===== config.mk =====
export PLATFORM = sky130hd
export DESIGN_NAME = additive_lagged_fibonacci_rng_core
export DESIGN_NICKNAME = d
export VERILOG_FILES = /design/src/rtl/alf_pkg.sv /design/src/rtl/additive_lagged_fibonacci_rng_core.sv
export VERILOG_INCLUDE_DIRS = /design/src /design/src/rtl
export SDC_FILE = /design/constraint.sdc
export NUM_CORES = 2
export LEC_CHECK = 0
export ABC_AREA = 1
export ABC_CLOCK_PERIOD_IN_PS = 8380
export BUFFER_PORTS_ARGS = -buffer_cell sky130_fd_sc_hd__buf_2
export CAP_MARGIN = 40
export CORE_UTILIZATION = 40
export DETAILED_ROUTE_END_ITERATION = 6
export PLACE_DENSITY = 0.52
export SLEW_MARGIN = 5
export SYNTH_ARGS = -nofsm -noshare
export SYNTH_HDL_FRONTEND = slang
export SYNTH_SLANG_ARGS = --single-unit

===== constraint.sdc =====
create_clock -name clk -period 8.38 [get_ports clk]
set_clock_uncertainty 0.15 [all_clocks]
set_input_delay 2.095 -clock clk [delete_from_list [all_inputs] [get_ports clk]]
set_output_delay 2.095 -clock clk [all_outputs]
set_load 0.1 [all_outputs]

===== src/rtl/additive_lagged_fibonacci_rng_core_assert.svh =====
// Assertion macros for the additive lagged-Fibonacci generator core.
// No dependencies; included by the core module, which checks its own logic.
`ifndef ADDITIVE_LAGGED_FIBONACCI_RNG_CORE_ASSERT_SVH
`define ADDITIVE_LAGGED_FIBONACCI_RNG_CORE_ASSERT_SVH

// Check a property on every rising edge outside of reset.
`define ALF_ASSERT(lbl, clk, rst_n, prop, msg) \
	lbl: assert property (@(posedge clk) disable iff (!rst_n) prop) else $error(msg);

// Check a property on every rising edge, reset included.
`define ALF_ASSERT_ALWAYS(lbl, clk, prop, msg) \
	lbl: assert property (@(posedge clk) prop) else $error(msg);

`endif


===== src/rtl/alf_pkg.sv =====
// Package for the additive lagged-Fibonacci generator core.
// Holds widths, table constants and pointer helpers; no dependencies.
`timescale 1ns / 1ps
`default_nettype none

package alf_pkg;

	localparam int TABLE_DEPTH  = 33;
	localparam int START_OFFSET = 12;
	localparam int WARMUP_MULT  = 10;
	localparam int WARM_DRAWS   = WARMUP_MULT * TABLE_DEPTH;
	localparam int WARM_CNT_W   = $clog2(WARM_DRAWS + 2);

	typedef logic [31:0] word_t;
	typedef logic [30:0] rand_t;
	typedef logic [5:0]  ptr_t;

	localparam ptr_t  TOP_INDEX   = 6'(TABLE_DEPTH - 1);
	localparam ptr_t  LOWER_START = 6'(START_OFFSET);
	localparam word_t LCG_MUL     = 32'd1103515245;
	localparam word_t LCG_ADD     = 32'd12345;

	// Command codes carried on cmd
	localparam logic  CMD_DRAW    = 1'b0;
	localparam logic  CMD_RESEED  = 1'b1;

	// Table contents after reset
	localparam word_t RESET_TABLE [TABLE_DEPTH] = '{
		32'hd53f1852, 32'hdfc78b83, 32'h4f256096, 32'h0e643df7,
		32'h82c359bf, 32'hc7794dfa, 32'hd5e9ffaa, 32'h2c8cb64a,
		32'h2f07b334, 32'had5a7eb5, 32'h96dc0cde, 32'h6fc24589,
		32'ha5853646, 32'he71576e2, 32'h0dae30df, 32'hb09ce711,
		32'h5e56ef87, 32'h4b4b0082, 32'h6f4f340e, 32'hc5bb17e8,
		32'hd788d765, 32'h67498087, 32'h9d7aba26, 32'h261351d4,
		32'h411ee7ea, 32'h0393a263, 32'h2c5a5835, 32'hc115fcd8,
		32'h25e9132c, 32'hd0c6e906, 32'hc2bc5b2d, 32'h6c065c98,
		32'h6e37bd55
	};

	// Look up the reset word; an index past the top reads the top word
	function automatic word_t reset_word(input ptr_t idx);
		word_t w;
		if (idx > TOP_INDEX) begin
			w = RESET_TABLE[TOP_INDEX];
		end else begin
			w = RESET_TABLE[idx];
		end
		return w;
	endfunction

	// Step a pointer down, wrapping from zero to the top entry
	function automatic ptr_t step_down(input ptr_t p);
		ptr_t n;
		if (p == '0) begin
			n = TOP_INDEX;
		end else begin
			n = p - 6'd1;
		end
		return n;
	endfunction

endpackage

`default_nettype wire


===== src/rtl/additive_lagged_fibonacci_rng_core.sv =====
// Additive lagged-Fibonacci generator core: 33-word lag table in a RAM.
// Depends on alf_pkg and additive_lagged_fibonacci_rng_core_assert.svh.
`timescale 1ns / 1ps
`default_nettype none

// A transaction is taken when start is high and busy is low. A draw
// (cmd = 0) goes in order: the accept cycle reads both lag words from the
// table RAM's registered read ports, the next cycle adds them and writes the
// sum back. The result appears on random_value with done high for exactly
// one cycle, the cycle after that write, and must be captured then: there
// is no way to hold it. A new transaction may be accepted in that same
// cycle, while the result is shown. A reseed (cmd = 1) gives no
// result and keeps busy high through the LCG fill, one table word per cycle,
// then 330 discarded warm-up draws through the same RAM read and write-back
// path. After reset the table reads as its fixed constants at once; no
// clearing pass is needed.
module additive_lagged_fibonacci_rng_core (
	input  wire               clk,
	input  wire               arst_n,
	input  wire               start,
	output logic              busy,
	input  wire               cmd,
	input  alf_pkg::word_t    seed_value,
	output alf_pkg::rand_t    random_value,
	output logic              done
);

	import alf_pkg::*;

	`include "additive_lagged_fibonacci_rng_core_assert.svh"

	localparam logic [2:0] ST_IDLE = 3'd0;
	localparam logic [2:0] ST_DRAW = 3'd1;
	localparam logic [2:0] ST_FILL = 3'd2;
	localparam logic [2:0] ST_WRD  = 3'd3;
	localparam logic [2:0] ST_WWB  = 3'd4;

	logic [2:0]            state_q;
	ptr_t                  k_q;
	ptr_t                  j_q;
	ptr_t                  fill_q;
	word_t                 lcg_q;
	logic [WARM_CNT_W-1:0] warm_q;
	logic [TABLE_DEPTH-1:0] vld_q;
	logic                  done_q;
	rand_t                 rand_q;

	word_t                 mem [TABLE_DEPTH];
	word_t                 rd_k_s1;
	word_t                 rd_j_s1;
	logic                  vk_s1;
	logic                  vj_s1;

	logic                  accept;
	logic                  we;
	ptr_t                  wa;
	word_t                 wd;
	word_t                 op_k;
	word_t                 op_j;
	word_t                 sum;
	logic                  wb;

	assign accept = start && !busy;
	assign busy   = (state_q != ST_IDLE);
	assign done   = done_q;
	assign random_value = rand_q;

	// Pick live words; entries never written read as their reset constant
	assign op_k = vk_s1 ? rd_k_s1 : reset_word(k_q);
	assign op_j = vj_s1 ? rd_j_s1 : reset_word(j_q);
	assign sum  = op_k + op_j;
	assign wb   = (state_q == ST_DRAW) || (state_q == ST_WWB);

	// Select the write port source: LCG fill or sum write-back
	always_comb begin
		we = 1'b0;
		wa = k_q;
		wd = sum;
		if (state_q == ST_FILL) begin
			we = 1'b1;
			wa = fill_q;
			wd = lcg_q;
		end else if (wb) begin
			we = 1'b1;
		end
	end

	// Table RAM: one write port, two registered read ports at the pointers
	always_ff @(posedge clk) begin
		if (we) begin
			mem[wa] <= wd;
		end
		rd_k_s1 <= mem[k_q];
		rd_j_s1 <= mem[j_q];
		vk_s1   <= vld_q[k_q];
		vj_s1   <= vld_q[j_q];
	end

	// Hold the result word for the strobe cycle
	always_ff @(posedge clk) begin
		if (state_q == ST_DRAW) begin
			rand_q <= sum[31:1];
		end
	end

	// Advance the LCG one word per fill cycle
	always_ff @(posedge clk) begin
		if (accept && cmd) begin
			lcg_q <= seed_value;
		end else if (state_q == ST_FILL) begin
			lcg_q <= lcg_q * LCG_MUL + LCG_ADD;
		end
	end

	// Sequence draws, fill and warm-up
	always_ff @(posedge clk or negedge arst_n) begin
		if (!arst_n) begin
			state_q <= ST_IDLE;
			k_q     <= TOP_INDEX;
			j_q     <= LOWER_START;
			fill_q  <= '0;
			warm_q  <= '0;
			vld_q   <= '0;
			done_q  <= 1'b0;
		end else begin
			done_q <= (state_q == ST_DRAW);
			if (we) begin
				vld_q[wa] <= 1'b1;
			end
			if (wb) begin
				k_q <= step_down(k_q);
				j_q <= step_down(j_q);
			end
			case (state_q)
				ST_IDLE: begin
					if (accept) begin
						if (cmd) begin
							fill_q  <= '0;
							state_q <= ST_FILL;
						end else begin
							state_q <= ST_DRAW;
						end
					end
				end
				ST_DRAW: begin
					state_q <= ST_IDLE;
				end
				ST_FILL: begin
					fill_q <= fill_q + 6'd1;
					if (fill_q == TOP_INDEX) begin
						k_q    <= TOP_INDEX;
						j_q    <= LOWER_START;
						warm_q <= WARM_CNT_W'(WARM_DRAWS);
						if (WARM_DRAWS == 0) begin
							state_q <= ST_IDLE;
						end else begin
							state_q <= ST_WRD;
						end
					end
				end
				ST_WRD: begin
					state_q <= ST_WWB;
				end
				ST_WWB: begin
					warm_q <= warm_q - WARM_CNT_W'(1);
					if (warm_q == WARM_CNT_W'(1)) begin
						state_q <= ST_IDLE;
					end else begin
						state_q <= ST_WRD;
					end
				end
				default: begin
					state_q <= ST_IDLE;
				end
			endcase
		end
	end

	// Strobe only follows a user draw write-back
	`ALF_ASSERT(a_done_after_draw, clk, arst_n, done |-> ($past(state_q) == ST_DRAW), "done without draw")
	// Pointers stay in range and never coincide
	`ALF_ASSERT(a_ptr_ok, clk, arst_n, (k_q <= TOP_INDEX) && (j_q <= TOP_INDEX) && (k_q != j_q), "bad pointers")
	// An accepted reseed starts the table fill
	`ALF_ASSERT(a_seed_fill, clk, arst_n, (accept && cmd) |=> (state_q == ST_FILL), "reseed not filling")
	// Each draw write-back moves the upper pointer
	`ALF_ASSERT(a_k_moves, clk, arst_n, (state_q == ST_DRAW) |=> (k_q != $past(k_q)), "pointer stuck")

endmodule

`default_nettype wire


==> metrics.md <==
| Metric | Value |
|---|---|
| Yosys warns | 0 |
| Width of the chip | 425 um |
| Worst Max-Slew Pin Slew | 0.979 ns |
| Largest net degree at the start of global routing | between 100 and 150 |
| Fmax achieved | 0.137 GHz |
| Worst relative slew slack | 0.347 |
| Yosys cell types | 73 |
| Required @ worst endpoint | 8.79 ns |
| Synth area leader | edfxtp_1 |
| Top_reg_cell synth | edfxtp_1 |
| RSZ-0062 raised after global routing | no |
| Hold WC Path Type | register to register |
| CP Max Fanout | 9 |
| Most frequent cell after synthesis | edfxtp_1 |
| First-pass GRT wire length | 446000 um |
| IO buf count | between 60 and 70 |
| Placed Instances | 9571 |
| Post-synth EDFFs | 1119 |
| Synthesized Nets | 7874 |
| Pre-antenna DRT Iters | 6 |
| Clk slew on worst S/H paths | 0.06 ns |
| Share of cells above drive strength 1 | 0.0862 |
| CTS tree | built |
| Post-DP HPWL | 207000 um |
| Vias in the first global route | 57800 |
| Critical path's slowest cell | edfxtp_1 |
| Postcts setup bufs | 0 |
| CTS Buf Count | 144 |
| Finish-stage setup viols | 0 |
| Mapped Cells | 7373 |
| WP data arrival | 7.71 ns |
| Clk Latency, worst-skew pair | 0.86 ns |
| Tmin final | 7.30 ns |
| Synth Area per Inst | about 9.7 um2 |
| Hold Crit Depth | 2 |
| Initial antenna violation count | 18 |
| Setup CP Type | register to register |
| Top post-synthesis cells by count | edfxtp_1 (1119), nand2_1 (1097), inv_1 (1072), o21ai_0 (624), a21oi_1 (497) |
| Ports | 69 |
| Cell mode on critical path | fa_1 |
| Clk sinks | 1249 |
| WL final | approximately 320000 um |
| Critical path cell sequence | ha_1 > xor2_1 > ha_1 > a21oi_1 > fa_1 > fa_1 > inv_1 > fa_1 > fa_1 > fa_1 > inv_1 > fa_1 > inv_1 > ha_1 > nand2_1 > nor2_1 > inv_1 > nor2_1 > nand4_1 > nand3_1 > a21o_1 > nand2_1 > nand3_1 > nand2_1 |
| Post-synth top area share | 0.469 |
| Synth Cell Area | 71600 um2 |
| DR vias/cell | 6.16 |
| Setup tns final | 0 ns |
| Die footprint | 181000 um2 |
| H-tree levels | 4 |
| Clock Path Buffers | 3 |
| RD Place Congestion | between 1 and 1.5 |
| CP Capture Type | register |
| Via Count | 60600 |
| DR WL/cell | ~33 um |
| Fin. Hold Viols | 0 |
| Tot GR Track Use | 0.352 |
| Final period util | 0.871 |
| Initial DRC Count | 8417 |
| Post-CTS Hold Fix Bufs | 0 |
| PostCTS Resize Cnt | 0 |
| Total gr overflow | 0 |
| Area grow syn2layout | 12.0% |
| Fill count | approximately 17000 |
| Die Y | 425 um |
| DRT antenna net count | 0 |
| Top cells by area, synth | edfxtp_1 (47%), nand2_1 (5.7%), inv_1 (5.6%) |
| Synth async-reset ratio | 0.0512 |
| R2R depth | 24 |
| Nets | 7878 |
| Max Cap Viol | 0 |
| Row cnt | roughly 150 |
| Status | completed |
| Layout Cells excl Fill | 9847 |
| Critical path's largest stage delay | around 0.59 ns |
| Core area | 177000 um2 |
| Initial Util | 0.405 |
| Count of state elements after synthesis | roughly 1200 |
| Crit start category | register |
| CTS root buf | clkbuf_16 |
| Sequential share of the synthesized area | 0.510 |
| Slew Limit Fails | 0 |
| Drc violations | 0 |
==> per-layer routing <==
layer / global-route usage / wire (um) / vias to the layer above
met5: 0 / 132 / -
met4: 0.182 / 19200 / 20
met3: 0.0810 / 34500 / 842
met2: 0.527 / 139000 / 3738
met1: 0.474 / 129000 / 30200
li1: - / - / 25900
==> area by class of cell <==
class	instances	area, um2	share of cell area
sequential	1249	36600	0.456
multi-input combinational	4608	29300	0.365
inverter	1095	4150	0.0517
clock buffer	195	3940	0.0490
tap	2340	2930	0.0365
timing repair buffer	279	2510	0.0313
clock inverter	72	833	0.0104
antenna	9	22.5	0.000281
==> cell families after synthesis <==
group | after synthesis | synth area share
AOI/OAI and AO/OA | 2107 | 0.181
and+or+nand+nor | 1978 | 0.114
buffers and inverters | 1516 | 0.0877
DFF | 1249 | 0.510
adders and majority gates | 465 | 0.101
xor gates and xnor gates | 46 | 0.00562
muxes | 12 | 0.00168
==> layout by cell type, fill, tap and decap left out, types with 144 or more instances in the layout <==
cell,synthesis,final
inv_1,1072,1067
o21ai_0,624,602
nor2_1,495,456
nand3_1,253,253
a21oi_1,497,497
edfxtp_1,1119,1119
o22ai_1,227,227
a22oi_1,242,242
buf_4,42,175
fa_1,188,188
clkbuf_16,0,144
ha_1,277,277
nand2_1,1097,1097
==> state kept, by name, indices dropped and copies added, names as in the netlist <==
name and count:
k_q 6, state_q 3, warm_q 9, fill_q 6
lcg_q 32, vk_s1 1, j_q 6, rd_k_s1 32
mem 1056, random_value 31, vj_s1 1, vld_q 33
done 1, rd_j_s1 32
==> path summary, 6_finish.rpt <==
kind / startpoint / to / slack, ns
setup / recovery: lcg_q[7]$_DFFE_PP_ / lcg_q[27]$_DFFE_PP_ / 1.08
hold / removal: vld_q[27]$_DFFE_PN0N_ / vld_q[27]$_DFFE_PN0N_ / 0.32
setup reg to reg: lcg_q[7]$_DFFE_PP_ / lcg_q[27]$_DFFE_PP_ / 1.08
hold reg to reg: vld_q[27]$_DFFE_PN0N_ / vld_q[27]$_DFFE_PN0N_ / 0.32
max in group asynchronous: arst_n / k_q[5]$_DFF_PN1_ / 6.42
min in group asynchronous: arst_n / done$_DFF_PN0_ / 1.00
==> through the flow <==
| step | setup WS (ns) | area, um2 | utilization | hold WS [ns] |
|---|---|---|---|---|
| 4_1_cts | 1.24 | 80200 | 0.453 | 0.323 |
| 2_1_floorplan | 2.06 | 71600 | - | 0.289 |
| 6_report | 1.08 | 80200 | 0.453 | 0.324 |
| 3_3_place_gp | 1.29 | 74700 | 0.422 | 0.303 |
| 5_1_grt | 0.864 | 80200 | 0.453 | 0.336 |
| 3_5_place_dp | 1.29 | 75400 | 0.426 | 0.311 |
==> critical path: cells and delay by family, from the launching register on <==
kind / cells / cell delay (ns)
buffers and inverters: 4 / 0.20
AND/OR/NAND/NOR: 8 / 1.37
adder cells (fa/ha/maj): 9 / 4.02
flip-flops: 1 / 0.59
AO/OA/AOI/OAI: 2 / 0.50
XOR/XNOR: 1 / 0.20
Power is left out: the tool's default activity adds up to more than one toggle a clock period on the data nets, which glitch-free logic cannot reach.
